$ cat config.mk
export PLATFORM = sky130hd
export DESIGN_NAME = led_strip_effect_bit_encoder_top_flat
export DESIGN_NICKNAME = d
export VERILOG_FILES = /design/src/sv/lsbe_pkg.sv /design/src/sv/lsbe_if.sv /design/src/sv/lsbe_front.sv /design/src/sv/lsbe_queue.sv /design/src/sv/lsbe_back.sv /design/src/sv/led_strip_effect_bit_encoder_top.sv /design/src/flat_wrapper.sv
export SDC_FILE = /design/constraint.sdc
export NUM_CORES = 1
export LEC_CHECK = 0
export BUFFER_PORTS_ARGS = -buffer_cell sky130_fd_sc_hd__clkbuf_2
export CAP_MARGIN = 15
export CORE_MARGIN = 1.5
export CORE_UTILIZATION = 50
export DETAILED_ROUTE_END_ITERATION = 16
export PLACE_DENSITY = 0.8
export SLEW_MARGIN = 20
export SYNTH_ARGS = -nofsm -noshare
export SYNTH_HDL_FRONTEND = slang
export SYNTH_SLANG_ARGS = --single-unit
$ cat constraint.sdc
create_clock -name clk -period 12.5 [get_ports clk]
set_input_delay 0.625 -clock clk [delete_from_list [all_inputs] [get_ports clk]]
set_output_delay 0.625 -clock clk [all_outputs]
set_load 0.01 [all_outputs]
$ cat src/sv/lsbe_pkg.sv
// ----------------------------------------------------------------------------
// LED strip effect bit encoder package
// Shared types, register codes, constant tables and the color wheel function.
// ----------------------------------------------------------------------------
package lsbe_pkg;

	localparam int COLOR_W = 24;
	localparam int DUTY_W  = 8;
	localparam int STEP_W  = 11;
	localparam int PHASE_W = 2;
	localparam int PIX_W   = 6;
	localparam int MODE_W  = 3;
	localparam int CFG_IDX_W = 2;
	localparam int PIX_CODES = 1 << PIX_W;

	localparam logic [MODE_W-1:0] MODE_WIPE        = 3'd0;
	localparam logic [MODE_W-1:0] MODE_RAINBOW     = 3'd1;
	localparam logic [MODE_W-1:0] MODE_CYCLE       = 3'd2;
	localparam logic [MODE_W-1:0] MODE_CHASE       = 3'd3;
	localparam logic [MODE_W-1:0] MODE_CHASE_RB    = 3'd4;

	localparam logic [COLOR_W-1:0] MSB_MASK = 24'h800000;
	localparam logic [7:0] WHEEL_THIRD     = 8'd85;
	localparam logic [7:0] WHEEL_TWO_THIRD = 8'd170;
	localparam logic [7:0] WHEEL_FULL      = 8'd255;

	localparam logic [MODE_W-1:0]  RST_EFFECT_MODE = 3'd0;
	localparam logic [COLOR_W-1:0] RST_BASE_COLOR  = 24'd0;
	localparam logic [DUTY_W-1:0]  RST_ONE_DUTY    = 8'd60;
	localparam logic [DUTY_W-1:0]  RST_ZERO_DUTY   = 8'd30;

	typedef enum logic [CFG_IDX_W-1:0] {
		REG_EFFECT_MODE = 2'd0,
		REG_BASE_COLOR  = 2'd1,
		REG_ONE_DUTY    = 2'd2,
		REG_ZERO_DUTY   = 2'd3
	} reg_idx_t;

	typedef struct packed {
		logic [MODE_W-1:0]  effect_mode;
		logic [COLOR_W-1:0] base_color;
		logic [DUTY_W-1:0]  one_duty;
		logic [DUTY_W-1:0]  zero_duty;
	} cfg_t;

	typedef struct packed {
		logic               push;
		logic [COLOR_W-1:0] color;
	} q_wr_t;

	typedef struct packed {
		logic               full;
		logic               empty;
		logic [COLOR_W-1:0] head;
	} q_stat_t;

	typedef logic [1:0] mod3_tbl_t [PIX_CODES];

	function automatic mod3_tbl_t mk_mod3_tbl();
		mod3_tbl_t t;
		for (int i = 0; i < PIX_CODES; i++) begin
			t[i] = 2'(i % 3);
		end
		return t;
	endfunction

	localparam mod3_tbl_t MOD3_TBL = mk_mod3_tbl();

	function automatic logic [COLOR_W-1:0] pack_grb(logic [7:0] r, logic [7:0] g,
			logic [7:0] b);
		return {g, r, b};
	endfunction

	function automatic logic [COLOR_W-1:0] wheel(logic [7:0] w);
		logic [7:0] v;
		logic [7:0] u;
		logic [7:0] u3;
		logic [COLOR_W-1:0] c;
		v = WHEEL_FULL - w;
		if (v < WHEEL_THIRD) begin
			u = v;
		end else if (v < WHEEL_TWO_THIRD) begin
			u = v - WHEEL_THIRD;
		end else begin
			u = v - WHEEL_TWO_THIRD;
		end
		u3 = 8'({u, 1'b0}) + u;
		if (v < WHEEL_THIRD) begin
			c = pack_grb(WHEEL_FULL - u3, 8'd0, u3);
		end else if (v < WHEEL_TWO_THIRD) begin
			c = pack_grb(8'd0, u3, WHEEL_FULL - u3);
		end else begin
			c = pack_grb(u3, WHEEL_FULL - u3, 8'd0);
		end
		return c;
	endfunction

endpackage

$ cat src/sv/lsbe_if.sv
// ----------------------------------------------------------------------------
// LED strip effect bit encoder channels
// Valid/ready channels for pixel items, bit-slot results and register writes.
// ----------------------------------------------------------------------------
interface lsbe_pix_if;
	logic                         valid;
	logic                         ready;
	logic [lsbe_pkg::STEP_W-1:0]  frame_step;
	logic [lsbe_pkg::PHASE_W-1:0] chase_phase;
	logic [lsbe_pkg::PIX_W-1:0]   pixel_index;

	modport source (output valid, frame_step, chase_phase, pixel_index, input ready);
	modport sink (input valid, frame_step, chase_phase, pixel_index, output ready);
endinterface

interface lsbe_bits_if;
	logic                         valid;
	logic                         ready;
	logic [lsbe_pkg::DUTY_W-1:0]  duty;
	logic                         last_bit;
	logic [lsbe_pkg::COLOR_W-1:0] pixel_color;

	modport source (output valid, duty, last_bit, pixel_color, input ready);
	modport sink (input valid, duty, last_bit, pixel_color, output ready);
endinterface

interface lsbe_cfg_if;
	logic                           valid;
	logic                           ready;
	logic [lsbe_pkg::CFG_IDX_W-1:0] index;
	logic [lsbe_pkg::COLOR_W-1:0]   data;

	modport source (output valid, index, data, input ready);
	modport sink (input valid, index, data, output ready);
endinterface

$ cat src/sv/lsbe_front.sv
// ----------------------------------------------------------------------------
// LED strip effect bit encoder front end
// Accepts pixel items, classifies them by effect mode and resolves the color.
// ----------------------------------------------------------------------------
module lsbe_front #(
	parameter int PIXELS = 64
) (
	input  logic                clk,
	input  logic                arst_n,
	lsbe_pix_if.sink            pix,
	input  lsbe_pkg::cfg_t      cfg,
	input  lsbe_pkg::q_stat_t   q_stat,
	output lsbe_pkg::q_wr_t     q_wr
);

	typedef enum logic [1:0] {
		KIND_ZERO,
		KIND_BASE,
		KIND_WHEEL
	} kind_t;

	typedef logic [7:0] cyc_tbl_t [lsbe_pkg::PIX_CODES];

	function automatic cyc_tbl_t mk_cyc_tbl();
		cyc_tbl_t t;
		for (int i = 0; i < lsbe_pkg::PIX_CODES; i++) begin
			t[i] = 8'((i * 256) / PIXELS);
		end
		return t;
	endfunction

	localparam cyc_tbl_t CYC_TBL = mk_cyc_tbl();

	logic       valid_s1;
	kind_t      kind_s1;
	logic [7:0] wpos_s1;

	logic       accept;
	logic       in_range;
	logic       phase_hit;
	kind_t      kind_d;
	logic [7:0] wpos_d;
	logic [11:0] chase_sum;
	logic [8:0]  fold_sum;

	assign pix.ready = !valid_s1 || !q_stat.full;
	assign accept    = pix.valid && pix.ready;
	assign in_range  = int'(pix.pixel_index) < PIXELS;
	assign phase_hit = {1'b0, lsbe_pkg::MOD3_TBL[pix.pixel_index]} == {1'b0, pix.chase_phase};

	// 256 is 1 modulo 255, so folding the high nibble onto the low byte leaves
	// a value below twice the modulus.
	assign chase_sum = 12'(pix.frame_step) + 12'(pix.pixel_index) - 12'(pix.chase_phase);
	assign fold_sum  = 9'(chase_sum[11:8]) + 9'(chase_sum[7:0]);

	always_comb begin
		kind_d = KIND_ZERO;
		wpos_d = 8'd0;
		case (cfg.effect_mode)
			lsbe_pkg::MODE_WIPE: begin
				kind_d = (11'(pix.pixel_index) <= pix.frame_step) ? KIND_BASE : KIND_ZERO;
			end
			lsbe_pkg::MODE_RAINBOW: begin
				kind_d = KIND_WHEEL;
				wpos_d = 8'(pix.pixel_index) + pix.frame_step[7:0];
			end
			lsbe_pkg::MODE_CYCLE: begin
				kind_d = KIND_WHEEL;
				wpos_d = CYC_TBL[pix.pixel_index] + pix.frame_step[7:0];
			end
			lsbe_pkg::MODE_CHASE: begin
				kind_d = phase_hit ? KIND_BASE : KIND_ZERO;
			end
			lsbe_pkg::MODE_CHASE_RB: begin
				kind_d = phase_hit ? KIND_WHEEL : KIND_ZERO;
				wpos_d = (fold_sum >= 9'(lsbe_pkg::WHEEL_FULL))
					? 8'(fold_sum - 9'(lsbe_pkg::WHEEL_FULL)) : fold_sum[7:0];
			end
			default: begin
				kind_d = KIND_ZERO;
			end
		endcase
	end

	always_ff @(posedge clk or negedge arst_n) begin
		if (!arst_n) begin
			valid_s1 <= 1'b0;
		end else if (pix.ready) begin
			valid_s1 <= accept && in_range;
		end
	end

	always_ff @(posedge clk) begin
		if (accept) begin
			kind_s1 <= kind_d;
			wpos_s1 <= wpos_d;
		end
	end

	always_comb begin
		q_wr.push = valid_s1 && !q_stat.full;
		case (kind_s1)
			KIND_BASE:  q_wr.color = cfg.base_color;
			KIND_WHEEL: q_wr.color = lsbe_pkg::wheel(wpos_s1);
			default:    q_wr.color = '0;
		endcase
	end

endmodule

$ cat src/sv/lsbe_queue.sv
// ----------------------------------------------------------------------------
// LED strip effect bit encoder color queue
// Two-entry queue of resolved pixel colors between front end and serializer.
// ----------------------------------------------------------------------------
module lsbe_queue (
	input  logic              clk,
	input  logic              arst_n,
	input  lsbe_pkg::q_wr_t   q_wr,
	input  logic              pop,
	output lsbe_pkg::q_stat_t q_stat
);

	logic [lsbe_pkg::COLOR_W-1:0] mem_q [2];
	logic                         wr_ptr_q;
	logic                         rd_ptr_q;
	logic [1:0]                   count_q;
	logic                         do_pop;

	assign q_stat.full  = count_q == 2'd2;
	assign q_stat.empty = count_q == 2'd0;
	assign q_stat.head  = mem_q[rd_ptr_q];
	assign do_pop       = pop && !q_stat.empty;

	always_ff @(posedge clk or negedge arst_n) begin
		if (!arst_n) begin
			wr_ptr_q <= 1'b0;
			rd_ptr_q <= 1'b0;
			count_q  <= 2'd0;
		end else begin
			if (q_wr.push) begin
				wr_ptr_q <= !wr_ptr_q;
			end
			if (do_pop) begin
				rd_ptr_q <= !rd_ptr_q;
			end
			count_q <= count_q + 2'(q_wr.push) - 2'(do_pop);
		end
	end

	always_ff @(posedge clk) begin
		if (q_wr.push) begin
			mem_q[wr_ptr_q] <= q_wr.color;
		end
	end

endmodule

$ cat src/sv/lsbe_back.sv
// ----------------------------------------------------------------------------
// LED strip effect bit encoder serializer
// Turns each queued color into 24 bit-slot results, most significant first.
// ----------------------------------------------------------------------------
module lsbe_back (
	input  logic              clk,
	input  logic              arst_n,
	input  lsbe_pkg::cfg_t    cfg,
	input  lsbe_pkg::q_stat_t q_stat,
	output logic              pop,
	lsbe_bits_if.source       bits
);

	logic                         out_valid_q;
	logic [lsbe_pkg::DUTY_W-1:0]  duty_q;
	logic                         last_q;
	logic [lsbe_pkg::COLOR_W-1:0] color_q;
	logic [lsbe_pkg::COLOR_W-1:0] shift_q;
	logic [4:0]                   remain_q;

	logic load;
	logic busy;

	assign load = !out_valid_q || bits.ready;
	assign busy = remain_q != 5'd0;
	assign pop  = load && !busy && !q_stat.empty;

	assign bits.valid       = out_valid_q;
	assign bits.duty        = duty_q;
	assign bits.last_bit    = last_q;
	assign bits.pixel_color = color_q;

	always_ff @(posedge clk or negedge arst_n) begin
		if (!arst_n) begin
			out_valid_q <= 1'b0;
			remain_q    <= 5'd0;
		end else if (load) begin
			if (busy) begin
				out_valid_q <= 1'b1;
				remain_q    <= remain_q - 5'd1;
			end else if (!q_stat.empty) begin
				out_valid_q <= 1'b1;
				remain_q    <= 5'(lsbe_pkg::COLOR_W - 1);
			end else begin
				out_valid_q <= 1'b0;
			end
		end
	end

	always_ff @(posedge clk) begin
		if (load) begin
			if (busy) begin
				duty_q  <= ((shift_q & lsbe_pkg::MSB_MASK) != '0) ? cfg.one_duty : cfg.zero_duty;
				last_q  <= remain_q == 5'd1;
				shift_q <= shift_q << 1;
			end else if (!q_stat.empty) begin
				duty_q  <= ((q_stat.head & lsbe_pkg::MSB_MASK) != '0)
					? cfg.one_duty : cfg.zero_duty;
				last_q  <= 1'b0;
				color_q <= q_stat.head;
				shift_q <= q_stat.head << 1;
			end
		end
	end

endmodule

$ cat src/sv/led_strip_effect_bit_encoder_top.sv
// ----------------------------------------------------------------------------
// LED strip effect bit encoder top level
// Computes one pixel color per item and emits its 24 bit-slot compare values.
// ----------------------------------------------------------------------------
// Usage: pixel items enter on the pix channel, each naming a frame step, a
// chase phase and a pixel index. For every pixel inside the strip the bits
// channel carries 24 transfers, one per color bit from the most significant
// down, each with the duty value for that bit, the full color and a last-bit
// flag on the final slot. Pixels at or beyond PIXELS produce no transfers.
// Registers are written over the cfg channel, which is always ready; write
// them only while the block is idle.
// A pixel's first bit slot passes the front-end stage register, the color
// queue and the serializer output register before it is presented. The
// serializer emits one bit slot per cycle while the receiver is ready; a
// two-entry color queue lets the front end take the next pixels while a pixel is still being sent.
// When the receiver stalls, the current slot holds and the front end keeps
// accepting until the queue fills. Reset empties the queue and loads the
// register reset values (wipe mode, black, duties 60 and 30).
// ----------------------------------------------------------------------------
module led_strip_effect_bit_encoder_top #(
	parameter int PIXELS = 64
) (
	input  logic        clk,
	input  logic        arst_n,
	lsbe_pix_if.sink    pix,
	lsbe_bits_if.source bits,
	lsbe_cfg_if.sink    cfg
);

	lsbe_pkg::cfg_t    cfg_q;
	lsbe_pkg::q_wr_t   q_wr;
	lsbe_pkg::q_stat_t q_stat;
	logic              pop;

	assign cfg.ready = 1'b1;

	always_ff @(posedge clk or negedge arst_n) begin
		if (!arst_n) begin
			cfg_q.effect_mode <= lsbe_pkg::RST_EFFECT_MODE;
			cfg_q.base_color  <= lsbe_pkg::RST_BASE_COLOR;
			cfg_q.one_duty    <= lsbe_pkg::RST_ONE_DUTY;
			cfg_q.zero_duty   <= lsbe_pkg::RST_ZERO_DUTY;
		end else if (cfg.valid) begin
			unique case (lsbe_pkg::reg_idx_t'(cfg.index))
				lsbe_pkg::REG_EFFECT_MODE: cfg_q.effect_mode <= cfg.data[lsbe_pkg::MODE_W-1:0];
				lsbe_pkg::REG_BASE_COLOR:  cfg_q.base_color  <= cfg.data;
				lsbe_pkg::REG_ONE_DUTY:    cfg_q.one_duty    <= cfg.data[lsbe_pkg::DUTY_W-1:0];
				lsbe_pkg::REG_ZERO_DUTY:   cfg_q.zero_duty   <= cfg.data[lsbe_pkg::DUTY_W-1:0];
				default: begin
				end
			endcase
		end
	end

	lsbe_front #(
		.PIXELS (PIXELS)
	) u_front (
		.clk    (clk),
		.arst_n (arst_n),
		.pix    (pix),
		.cfg    (cfg_q),
		.q_stat (q_stat),
		.q_wr   (q_wr)
	);

	lsbe_queue u_queue (
		.clk    (clk),
		.arst_n (arst_n),
		.q_wr   (q_wr),
		.pop    (pop),
		.q_stat (q_stat)
	);

	lsbe_back u_back (
		.clk    (clk),
		.arst_n (arst_n),
		.cfg    (cfg_q),
		.q_stat (q_stat),
		.pop    (pop),
		.bits   (bits)
	);

endmodule

$ cat src/flat_wrapper.sv
// flat-port wrapper written by rule: the top's interface ports become plain ports
module led_strip_effect_bit_encoder_top_flat 
#(
	parameter int PIXELS = 64
)
  (clk, arst_n, pix_valid, pix_frame_step, pix_chase_phase, pix_pixel_index, pix_ready, bits_valid, bits_duty, bits_last_bit, bits_pixel_color, bits_ready, cfg_valid, cfg_index, cfg_data, cfg_ready);
  lsbe_pix_if pix_i ();
  lsbe_bits_if bits_i ();
  lsbe_cfg_if cfg_i ();
  input  logic clk;
  input  logic arst_n;
  input wire logic [$bits(pix_i.valid)-1:0] pix_valid;
  input wire logic [$bits(pix_i.frame_step)-1:0] pix_frame_step;
  input wire logic [$bits(pix_i.chase_phase)-1:0] pix_chase_phase;
  input wire logic [$bits(pix_i.pixel_index)-1:0] pix_pixel_index;
  output wire logic [$bits(pix_i.ready)-1:0] pix_ready;
  output wire logic [$bits(bits_i.valid)-1:0] bits_valid;
  output wire logic [$bits(bits_i.duty)-1:0] bits_duty;
  output wire logic [$bits(bits_i.last_bit)-1:0] bits_last_bit;
  output wire logic [$bits(bits_i.pixel_color)-1:0] bits_pixel_color;
  input wire logic [$bits(bits_i.ready)-1:0] bits_ready;
  input wire logic [$bits(cfg_i.valid)-1:0] cfg_valid;
  input wire logic [$bits(cfg_i.index)-1:0] cfg_index;
  input wire logic [$bits(cfg_i.data)-1:0] cfg_data;
  output wire logic [$bits(cfg_i.ready)-1:0] cfg_ready;
  assign pix_i.valid = pix_valid;
  assign pix_i.frame_step = pix_frame_step;
  assign pix_i.chase_phase = pix_chase_phase;
  assign pix_i.pixel_index = pix_pixel_index;
  assign pix_ready = pix_i.ready;
  assign bits_valid = bits_i.valid;
  assign bits_duty = bits_i.duty;
  assign bits_last_bit = bits_i.last_bit;
  assign bits_pixel_color = bits_i.pixel_color;
  assign bits_i.ready = bits_ready;
  assign cfg_i.valid = cfg_valid;
  assign cfg_i.index = cfg_index;
  assign cfg_i.data = cfg_data;
  assign cfg_ready = cfg_i.ready;
  led_strip_effect_bit_encoder_top #(.PIXELS(PIXELS)) u_core (.clk(clk), .arst_n(arst_n), .pix(pix_i), .bits(bits_i), .cfg(cfg_i));
endmodule
==> key figures, run 1 <==
GRT
  • GRT Util Overall: 0.205
  • Largest net degree at the start of global routing: 55
  • First-pass GRT wire length: 31200 µm
  • Initial antenna violation count: 0
  • Overflow after GRT: 0
  • Vias in the first global route: 6188

STA
  • Fmax: 196 MHz
  • Final Hold Fails: 0
  • Period minus WS final: 5.11 ns
  • RSZ-0062 raised after global routing: false
  • Max Clock Skew: 0.00868 ns
  • Worst slew pin tran: 0.929 ns
  • Fin Setup TNS: 0 ns
  • # setup viols final: 0
  • Final Cycle Share: 0.409
  • Slew HR: 0.381
  • Final Slew Violations: 0

Synthesis
  • Number of synthesized flops with an enable pin: 114
  • Seq/Total Area, Yosys: 0.515
  • Yosys cell types: 61
  • Synthesized area: 0.00930 mm²
  • Commonest cells in the netlist: 114 x edfxtp_1, 98 x mux2_2, 70 x ha_1, 56 x inv_1, 46 x dfrtp_1
  • Syn. warnings: 0
  • Mapped Cells: 760
  • Asr flop ratio synth: 0.321
  • Top cell type's share of synthesized area: 0.368
  • Yosys reg bits: 168
  • Syn_nets: 885
  • Mean cell area of the mapped netlist: 12.2 µm²
  • Ys flop type: edfxtp_1
  • Yosys top cell by area: edfxtp_1
  • Most common cell in the netlist: edfxtp_1
  • Largest cells by area after synthesis: edfxtp_1 37%, dfrtp_1 12%, mux2_2 12%

Clock network
  • CTS max path bufs: 2
  • TritonCTS clock tree: yes
  • CTS root buffer: clkbuf_16
  • Num CTS Buffers: 17
  • CTS clk-pin slew, worst paths: 0.07 ns
  • Post-CTS setup buffer count: 0
  • Post_cts resized: 0
  • H-Tree Depth: 4
  • Worst skew pair latency: 0.43 ns
  • CTS sink cnt: 168
  • Hold_buf cts: 0

Power and ir drop
  • Tot Pwr: 2.48 mW
  • Static power due to leakage: 4.41 nW
  • PwrDens: 234 mW/mm²
  • Peak VDD IR: 144 µV

Drt
  • DRC violations left: 4
  • WL/cell: 17.4 µm
  • TritonRoute pass-1 iters: 13
  • Final wirelength: 18900 µm
  • Starting DRT DRC Count: 499
  • Vias per inst: 5.57
  • Vias: 6067
  • Routed Antenna Nets: 0

Placement
  • Final HPWL DP: 13500 µm
  • Placer Congestion: 0.861
  • Number of I/O port buffers: 84

Setup path
  • Crit path max fanout: 5
  • CP required: 12.67 ns
  • Critical path class: in2reg
  • WP data arrival: 5.28 ns
  • Setup slack, reg-to-reg: 7.78 ns
  • Crit. End Element: flip-flop
  • Startpoint class of the critical path: primary input

Outcome
  • Status: finished with violations
  • Failing checks: DRC

Floorplanning
  • Die area: 0.0194 mm²
  • Die height: 139 µm
  • Die X: 139 µm
  • Core area: 0.0181 mm²
  • Row count: 49
  • Initial core utilization: 0.514
  • I/O pin total: 86

Final layout
  • # diodes: 0
  • Count of nets after finishing: 973
  • Share of layout cells above drive strength 1: 0.285
  • Area growth, synth to finish: 13.7%

Run
  • Max_cap viols: 0

Worst hold path
  • Path type of the worst min-delay path: in2async
worst max-delay path: stages:
cell and delay [ns]:
clkbuf_2 0.12, inv_1 0.09, fa_1 0.53, fa_1 0.47, nand2b_1 0.18, a21oi_1 0.28, o31a_1 0.21, nor2_1 0.05
o21bai_1 0.21, xnor2_1 0.11, ha_1 0.23, fa_1 0.43, xor2_2 0.27, nand3_1 0.15, a2111o_1 0.44, a211oi_4 0.25
o2111ai_2 0.17, o31ai_2 0.13, mux2i_1 0.23, o22ai_1 0.10
per-stage QoR:
stage | hold WS [ns] | util | std cells | instance area [µm²] | setup WS (ns)
after floorplan | 0.329 | - | 760 | 9300 | 7.48
after global placement | 0.483 | 0.552 | 1058 | 9990 | 7.16
after detailed placement | 0.490 | 0.552 | 1058 | 9990 | 6.98
after CTS | 0.362 | 0.584 | 1090 | 10600 | 7.44
after global routing | 0.378 | 0.585 | 1090 | 10600 | 7.07
final | 0.343 | 0.585 | 1090 | 10600 | 7.39
placed cells by master, fill, tap and decap left out, types with 4 or more instances in the layout:
cell       netlist  final
a211oi_1         6      6
a21o_1          12     12
a21oi_1         37     37
a22oi_1         17     17
and2_1           7      7
and3_1           4      4
buf_4            1     10
clkbuf_16        0     17
clkbuf_2         1     84
dfrtp_1         46     45
dfstp_2          8      8
edfxtp_1       114    114
fa_1             5      5
ha_1            70     70
inv_1           56     56
mux2_2          98     98
mux2i_1          6      5
nand2_1         39     39
nand2b_1         8      8
nand3_1          8      8
nand3b_1         5      5
nor2_1          44     43
nor2b_1          6      6
nor3_1           4      4
o21a_1           8      8
o21ai_0         30     30
o21bai_1         7      7
o22ai_1          8      8
xnor2_1         26     26
xor2_1          11     11
cell families after synthesis:
logic type | count (synthesis) | share of synthesized area
AO/OA/AOI/OAI | 150 | 0.107
XOR/XNOR | 40 | 0.0413
adder cells (fa/ha/maj) | 75 | 0.105
buffers and inverters | 81 | 0.0332
flip-flops | 168 | 0.515
multiplexers | 104 | 0.125
other | 1 | 0.000403
AND/OR/NAND/NOR | 141 | 0.0737
metal layers:
metal	vias to the layer above	global-route usage	routed length (µm)
met1	2947	0.273	8620
li1	2927	-	-
met4	0	0.0538	197
met5	-	0	0
met2	175	0.344	9090
met3	18	0.0385	1020
power breakdown:
| part | internal [mW] | switching, mW | total, mW |
|---|---|---|---|
| Sequential | 0.816 | 0.0863 | 0.902 |
| Combinational | 0.461 | 0.604 | 1.06 |
| Clock | 0.295 | 0.215 | 0.510 |
final timing paths:
| path | from | end | cells after the start |
|---|---|---|---|
| max | pix_pixel_index[1] | u_core.u_front.wpos_s1[1]$_DFFE_PP_ | 20 |
| min | arst_n | u_core.cfg_q[30]$_DFFE_PN0P_ | 2 |
| max reg2reg | u_core.u_front.wpos_s1[1]$_DFFE_PP_ | u_core.u_queue.mem_q[0][7]$_DFFE_PP_ | 19 |
| min reg2reg | u_core.cfg_q[9]$_DFFE_PN0P_ | u_core.cfg_q[9]$_DFFE_PN0P_ | 1 |
| max in group asynchronous | arst_n | u_core.u_queue.rd_ptr_q$_DFFE_PN0P_ | 2 |
| min in group clk | pix_valid | u_core.u_front.valid_s1$_DFFE_PN0N_ | 2 |
registers in the layout, summed over array words and instances, names as in the netlist:
register                        cells
u_core.u_queue.rd_ptr_q             1
u_core.u_back.remain_q              5
u_core.u_front.kind_s1              2
u_core.u_back.bits.last_bit         1
u_core.cfg_q                       43
u_core.u_queue.mem_q               48
u_core.u_queue.wr_ptr_q             1
u_core.u_back.bits.valid            1
u_core.u_back.shift_q              23
u_core.u_front.wpos_s1              8
u_core.u_front.valid_s1             1
u_core.u_back.bits.duty             8
u_core.u_back.bits.pixel_color     24
u_core.u_queue.count_q              2
layout make-up:
cell class	instances	area, µm²
clock buffer	18	429
clock inverter	14	149
fill	1440	7510
inverter	56	210
multi-input combinational	511	4220
sequential	168	4790
tap	229	287
timing repair buffer	94	495
(Power assumes the default switching activity.)
==> inputs of run 2 (changes only) <==
PLACE_DENSITY = 0.83   (was 0.8)
clock period = 4.15 ns   (was 12.5 ns; I/O delays follow)
==> run 2 against run 1 <==
The flow still finishes with violations (DRC). Register-to-register slack got worse by 7.6 ns. Sequential power grew to 3.0 times the previous value. Die area stayed put. Final cell count grew 6.9%. Global-route usage up 1.1 points. Clock-buffer cell count decreased by 1. Critical path depth rose by 1. Combinational power rose to 3.7 times the previous value. Final area increased by 7.6%. Largest cell class unchanged. Largest power group unchanged. Highest routed layer unchanged.
==> key figures, run 2 (synthesis results as in run 1) <==
Run
  • Max_cap viols: 0 (unchanged)

Worst hold path
  • Hold Path Stages: 2
  • Path type of the worst min-delay path: in2reg
  • Worst hold start: cfg_data[22]

Drt
  • Routed Antenna Nets: 0 (unchanged)
  • Vias: 6539 (+7.8%)
  • DRC violations left: 7 (+3)
  • Final wirelength: 20400 µm (+7.8%)
  • TritonRoute pass-1 iters: 11 (-2)
  • Starting DRT DRC Count: 432 (-13%)
  • WL/cell: 17.5 µm (+0.90%)
  • Vias per inst: 5.61 (+0.84%)

Final layout
  • Most frequent cells in the layout: 114 x edfxtp_1, 98 x mux2_2, 82 x buf_4, 80 x clkbuf_2, 64 x ha_1
  • Final Cell Area: 0.0114 mm² (+7.6%)
  • Count of nets after finishing: 1048 (+7.7%)
  • Largest register FFs: 48 (unchanged)
  • Most common cell after layout, fill and taps aside: edfxtp_1
  • Biggest register: u_core.u_queue.mem_q
  • Area growth, synth to finish: 22.3%
  • Post-route non-filler standard cell count: 1165 (+6.9%)
  • Final core occ: 0.629 (+0.0445)
  • # diodes: 0 (unchanged)
  • Share of layout cells above drive strength 1: 0.376 (+0.0915)

Power and ir drop
  • Peak VDD IR: 393 µV (+170%)
  • Tot Pwr: 8.16 mW (+230%)
  • PwrDens: 717 mW/mm² (+210%)
  • Net Sw Frac: 0.376 (+0.0107)
  • Clock power frac: 0.194 (-0.012)
  • NetSw: 3.07 mW (+240%)
  • Static power due to leakage: 4.82 nW (+9.3%)
  • Combinational fraction of design power: 0.478 (+0.048)
  • Reg power frac: 0.328 (-0.036)
  • Int Pwr: 5.09 mW (+220%)

Setup path
  • Crit path max fanout: 2 (-3)
  • CP startpoint: pix_frame_step[1]
  • WP data arrival: 4.27 ns (-1.01 ns)
  • R2R depth: 19 (unchanged)
  • Startpoint class of the critical path: primary input
  • Reg-to-reg startpoint: u_core.u_front.wpos_s1[1]$_DFFE_PP_
  • CP required: 4.31 ns (-8.36 ns)
  • Critical path class: in2reg
  • Crit. End Element: flip-flop

Floorplanning
  • Core area: 0.0181 mm² (unchanged)
  • Die X: 139 µm (unchanged)
  • Die area: 0.0194 mm² (unchanged)
  • I/O pin total: 86 (unchanged)
  • Row count: 49 (unchanged)
  • Initial core utilization: 0.514 (unchanged)
  • Die height: 139 µm (unchanged)

Clock network
  • Num CTS Buffers: 17 (unchanged)
  • CTS max path bufs: 2 (unchanged)
  • CTS sink cnt: 168 (unchanged)
  • CTS root buffer: clkbuf_16
  • H-Tree Depth: 4 (unchanged)
  • TritonCTS clock tree: yes
  • Worst skew pair latency: 0.43 ns (about the same)
  • CTS clk-pin slew, worst paths: 0.07 ns (about the same)

STA
  • Period minus WS final: 4.11 ns
  • Worst slew pin tran: 0.962 ns (+0.0331 ns)
  • Worst setup margin: 0.0441 ns (-7.34 ns)
  • Fin Setup TNS: 0 ns (unchanged)
  • RSZ-0062 raised after global routing: true
  • Fmax: 244 MHz
  • Final Slew Violations: 0 (unchanged)
  • Slew HR: 0.359 (-0.0221)
  • Max Clock Skew: 0.0138 ns (+0.00516 ns)
  • Final Hold Fails: 0 (unchanged)
  • # setup viols final: 0 (unchanged)
  • Final Cycle Share: 0.989
  • Final Hold Slack: 0.0251 ns (-0.318 ns)

Outcome
  • Failing checks: DRC
  • Status: finished with violations

GRT
  • Vias in the first global route: 6622 (+7.0%)
  • First-pass GRT wire length: 32900 µm (+5.4%)
  • GRT Util Overall: 0.216 (+0.0114)
  • Initial antenna violation count: 0 (unchanged)
  • Overflow after GRT: 0 (unchanged)
  • Largest net degree at the start of global routing: 55 (unchanged)

Placement
  • Pre-CTS setup slack: -0.540 ns (-7.52 ns)
  • Number of I/O port buffers: 84 (unchanged)
  • Placed standard-cell area: 0.0106 mm² (+5.6%)
  • Placed Cells: 1121 (+6.0%)
  • Final HPWL DP: 14400 µm (+6.6%)
  • Placer Congestion: 0.899 (+4.4%)
run 2: power groups by stage:
| stage | clock network, mW | logic (mW) | registers [mW] |
|---|---|---|---|
| finish | 1.59 | 3.90 | 2.68 |
| global route | 1.66 | 4.32 | 2.72 |
| CTS | 1.61 | 3.65 | 2.67 |
| detailed placement | 0 | 3.60 | 2.70 |
| global placement | 0 | 3.47 | 2.67 |
| floorplan | 0 | 2.49 | 2.65 |
run 2: cell type report:
type,count,area [µm²]
tap,229,287
clock buffer,17,425
multi-input combinational,511,4390
fill,1308,6710
clock inverter,15,174
sequential,168,4780
inverter,56,218
timing repair buffer,169,1100
run 2: critical path, cell delays in order:
cell	delay [ns]
buf_8	0.10
inv_4	0.05
fa_2	0.47
fa_2	0.38
nand2b_4	0.16
a21oi_4	0.13
o31a_1	0.16
nor2_1	0.05
o21bai_1	0.16
buf_4	0.14
xnor2_1	0.06
ha_2	0.19
fa_2	0.42
xor2_2	0.21
nand3_2	0.10
a2111o_1	0.45
a211oi_4	0.22
o2111ai_2	0.18
o31ai_4	0.11
mux2i_1	0.21
o22ai_1	0.10
run 2: repair_timing:
| action | CTS | global route |
|---|---|---|
| hold buffers | 2 | 0 |
| setup endpoints to repair | 5 | 18 |
| gates resized for setup | 4 | 37 |
| buffers inserted | 1 | 10 |
| hold endpoints to repair | 47 | 0 |
| pin swaps | 2 | 32 |
run 2: path summary, 6_finish.rpt:
kind / to / slack, ns
worst max-delay path: u_core.u_front.wpos_s1[1]$_DFFE_PP_ / 0.04
worst min-delay path: u_core.cfg_q[38]$_DFFE_PN0P_ / 0.03
worst max register to register: u_core.u_queue.mem_q[0][14]$_DFFE_PP_ / 0.21
worst min register to register: u_core.cfg_q[5]$_DFFE_PN0P_ / 0.51
max in group asynchronous: u_core.u_back.remain_q[1]$_DFFE_PN0P_ / 3.19
min in group asynchronous: u_core.cfg_q[28]$_DFFE_PN0P_ / 0.47
run 2: layer usage:
layer	wire length [µm]	global-route usage
met5	0	0
met2	10400	0.379
met1	8630	0.271
met3	1030	0.0409
met4	332	0.0649
==> inputs of run 3 (changes only) <==
CTS_BUF_LIST = sky130_fd_sc_hd__clkbuf_4   (was default)
PLACE_DENSITY = 0.82   (was 0.83)
SYNTH_HIERARCHICAL = 1   (was default)
==> run 3 against run 2 <==
The flow now finishes without violations. Synthesized cell count up 13%. Global-route usage down 0.48 points. Worst setup slack better by 0.17 ns. Die area up 5.1%. Routed wire length up 2.4%. Largest cell class unchanged.
==> key figures, run 3 <==
Clock network
  • CTS sink cnt: 168 (unchanged)
  • CTS clk-pin slew, worst paths: 0.14 ns (+0.07 ns)
  • Worst skew pair latency: 0.56 ns (+0.13 ns)
  • TritonCTS clock tree: yes
  • CTS max path bufs: 2 (unchanged)
  • H-Tree Depth: 4 (unchanged)
  • Num CTS Buffers: 17 (unchanged)
  • CTS root buffer: clkbuf_4

Floorplanning
  • Row count: 50 (+2.0%)
  • Die X: 143 µm (+2.5%)
  • I/O pin total: 86 (unchanged)
  • Initial core utilization: 0.516 (+0.00216)
  • Die height: 143 µm (+2.5%)
  • Die area: 0.0204 mm² (+5.1%)
  • Core area: 0.0190 mm² (+4.8%)

Placement
  • Number of I/O port buffers: 84 (unchanged)
  • Final HPWL DP: 15500 µm (+7.4%)
  • Placed Cells: 1241 (+11%)
  • Pre-CTS setup slack: -0.304 ns (+0.235 ns)
  • Placer Congestion: 0.849 (-5.6%)

Power and ir drop
  • Reg power frac: 0.373 (+0.045)
  • Net Sw Frac: 0.393 (+0.0173)
  • Int Pwr: 4.15 mW (-19%)
  • Peak VDD IR: 335 µV (-15%)
  • Combinational fraction of design power: 0.493 (+0.015)
  • NetSw: 2.69 mW (-12%)
  • PwrDens: 591 mW/mm² (-18%)
  • Static power due to leakage: 4.98 nW (+3.4%)
  • Clock power frac: 0.134 (-0.060)

GRT
  • GRT Util Overall: 0.211 (-0.00484)
  • Initial antenna violation count: 1 (+1)
  • Largest net degree at the start of global routing: 55 (unchanged)
  • Vias in the first global route: 7013 (+5.9%)
  • Overflow after GRT: 0 (unchanged)
  • First-pass GRT wire length: 33400 µm (+1.4%)

Final layout
  • Final core occ: 0.610 (-0.0189)
  • Share of layout cells above drive strength 1: 0.277 (-0.0994)
  • Post-route non-filler standard cell count: 1302 (+12%)
  • Fill cells: 1458 (+11%)
  • Largest register FFs: 48 (unchanged)
  • Biggest register: u_core/u_queue/mem_q
  • Area growth, synth to finish: 18.2%
  • Most frequent cells in the layout: 114 x edfxtp_1, 110 x nand2_1, 84 x clkbuf_2, 71 x ha_1, 67 x buf_4
  • Count of nets after finishing: 1159 (+11%)
  • Most common cell after layout, fill and taps aside: edfxtp_1

Drt
  • Final wirelength: 20900 µm (+2.4%)
  • DRC violations left: 0 (-7)
  • WL/cell: 16.1 µm (-8.4%)
  • Vias per inst: 5.42 (-3.4%)
  • Routed Antenna Nets: 0 (unchanged)
  • Starting DRT DRC Count: 392 (-9.3%)
  • Vias: 7058 (+7.9%)
  • TritonRoute pass-1 iters: 8 (-3)

STA
  • # setup viols final: 0 (unchanged)
  • Final Hold Fails: 0 (unchanged)
  • Slew HR: 0.282 (-0.0765)
  • Final Slew Violations: 0 (unchanged)
  • Fmax: 254 MHz (+4.4%)
  • Max Clock Skew: 0.0392 ns (+0.0253 ns)
  • Final Cycle Share: 0.948 (-0.0415)
  • Period minus WS final: 3.93 ns (-0.172 ns)
  • Final Hold Slack: 0.107 ns (+0.0816 ns)
  • Worst slew pin tran: 1.05 ns (+0.0849 ns)
  • Worst setup margin: 0.216 ns (+0.172 ns)

Synthesis
  • Yosys top cell by area: edfxtp_1
  • Mean cell area of the mapped netlist: 11.4 µm² (-6.6%)
  • Syn_nets: 987 (+12%)
  • Commonest cells in the netlist: 114 x edfxtp_1, 110 x nand2_1, 75 x ha_1, 64 x inv_1, 48 x nor2_1
  • Asr flop ratio synth: 0.321 (unchanged)
  • Synthesized area: 0.00979 mm² (+5.2%)
  • Ys flop type: edfxtp_1
  • Most common cell in the netlist: edfxtp_1
  • Top cell type's share of synthesized area: 0.350 (-0.0184)
  • Number of synthesized flops with an enable pin: 114 (unchanged)
  • Yosys reg bits: 168 (unchanged)
  • Seq/Total Area, Yosys: 0.489 (-0.0257)
  • Yosys cell types: 75 (+23%)
  • Syn. warnings: 6 (+6)
  • Mapped Cells: 856 (+13%)
  • Largest cells by area after synthesis: edfxtp_1 35%, dfrtp_1 12%, ha_1 9.6%

Setup path
  • Critical path class: reg2reg
  • Crit. End Element: flip-flop
  • Startpoint class of the critical path: flip-flop
  • Crit path max fanout: 4 (+2)
  • WP data arrival: 4.22 ns (-0.05 ns)
  • CP required: 4.44 ns (+0.13 ns)

Outcome
  • Status: completed

Run
  • Max_cap viols: 0 (unchanged)

Worst hold path
  • Path type of the worst min-delay path: in2reg
run 3: cell count changes after synthesis, moves of 4 or more:
cell	previous run	this run
ha_1	70	75
xnor2_1	26	30
nor2b_1	6	14
inv_1	56	64
nor3_1	4	9
nand2_1	39	110
mux2_1	0	20
mux2_4	0	19
a21o_1	12	8
nand3_1	8	12
and3_1	4	0
a21oi_1	37	43
nor2_1	44	48
mux2_2	98	39
run 3: path summary, 6_finish.rpt:
kind / from / cells after the start / to / slack, ns
worst max-delay path: u_core/u_front/wpos_s1[0]$_DFFE_PP_ / 17 / u_core/u_queue/mem_q[0][7]$_DFFE_PP_ / 0.22
worst min-delay path: pix_frame_step[7] / 3 / u_core/u_front/wpos_s1[7]$_DFFE_PP_ / 0.11
worst max register to register: u_core/u_front/wpos_s1[0]$_DFFE_PP_ / 17 / u_core/u_queue/mem_q[0][7]$_DFFE_PP_ / 0.22
worst min register to register: u_core/cfg_q[22]$_DFFE_PN0P_ / 1 / u_core/cfg_q[22]$_DFFE_PN0P_ / 0.51
max in group asynchronous: arst_n / 3 / u_core/cfg_q[29]$_DFFE_PN0P_ / 3.33
min in group asynchronous: arst_n / 3 / u_core/cfg_q[20]$_DFFE_PN0P_ / 0.31
run 3: power by group through the flow:
| stage | Clock, mW | Combinational [mW] | Sequential, mW |
|---|---|---|---|
| floorplan | 0 | 2.32 | 2.51 |
| global placement | 0 | 3.11 | 2.55 |
| detailed placement | 0 | 3.21 | 2.58 |
| CTS | 0.934 | 3.27 | 2.55 |
| global route | 1.01 | 3.71 | 2.59 |
| finish | 0.915 | 3.37 | 2.55 |
run 3: area by class of cell:
cell class | count | area, µm² | share of cell area
flip-flops and latches | 168 | 4780 | 0.414
repair buffers | 179 | 1220 | 0.106
well taps | 260 | 325 | 0.0281
diodes | 1 | 2.50 | 0.000216
clock buffers | 18 | 135 | 0.0117
inverters | 64 | 245 | 0.0212
clock inverters | 14 | 139 | 0.0120
multi-input cells | 598 | 4710 | 0.408
run 3: worst max-delay path, stage by stage, from the launching register on:
cell	delay, ns
edfxtp_1	0.45
ha_1	0.25
o21a_1	0.21
o21ai_1	0.18
a21boi_1	0.15
or3_1	0.33
nand3_1	0.08
o21ai_1	0.14
fa_1	0.49
a21o_1	0.21
a21oi_2	0.17
o21bai_1	0.10
a21oi_2	0.20
buf_4	0.15
xnor2_1	0.07
ha_1	0.18
o21ai_0	0.20
o21ai_1	0.14
run 3: repair_timing:
| action | CTS | global route |
|---|---|---|
| hold endpoints to repair | 91 | 0 |
| pin swaps | 0 | 1 |
| hold buffers | 27 | 0 |
| cloned | 0 | 0 |
| setup endpoints to repair | 2 | 14 |
| setup buffers | 0 | 0 |
| resized for setup | 2 | 7 |
run 3: kinds of logic after synthesis:
family	Yosys count	share of synthesized area
xor+xnor	42	0.0376
fa+ha+maj	81	0.108
mux	83	0.102
other cells	1	0.000383
compound gates	168	0.117
buf+inv	90	0.0405
flops	168	0.489
simple gates	223	0.106
run 3: metrics by stage:
step / total power, mW / setup TNS (ns) / instance area (µm²)
2_1_floorplan: 4.83 / -0.00296 / 9850
3_3_place_gp: 5.66 / -1.04 / 11000
3_5_place_dp: 5.80 / -1.50 / 11000
4_1_cts: 6.75 / 0 / 11500
5_1_grt: 7.30 / -0.0735 / 11600
6_report: 6.83 / 0 / 11600
run 3: layer usage:
metal,global-route usage,vias up,wire (µm)
met1,0.238,3383,8550
met4,0.0971,0,724
met3,0.0369,50,722
li1,-,3420,-
met5,0,-,0
met2,0.386,205,10900
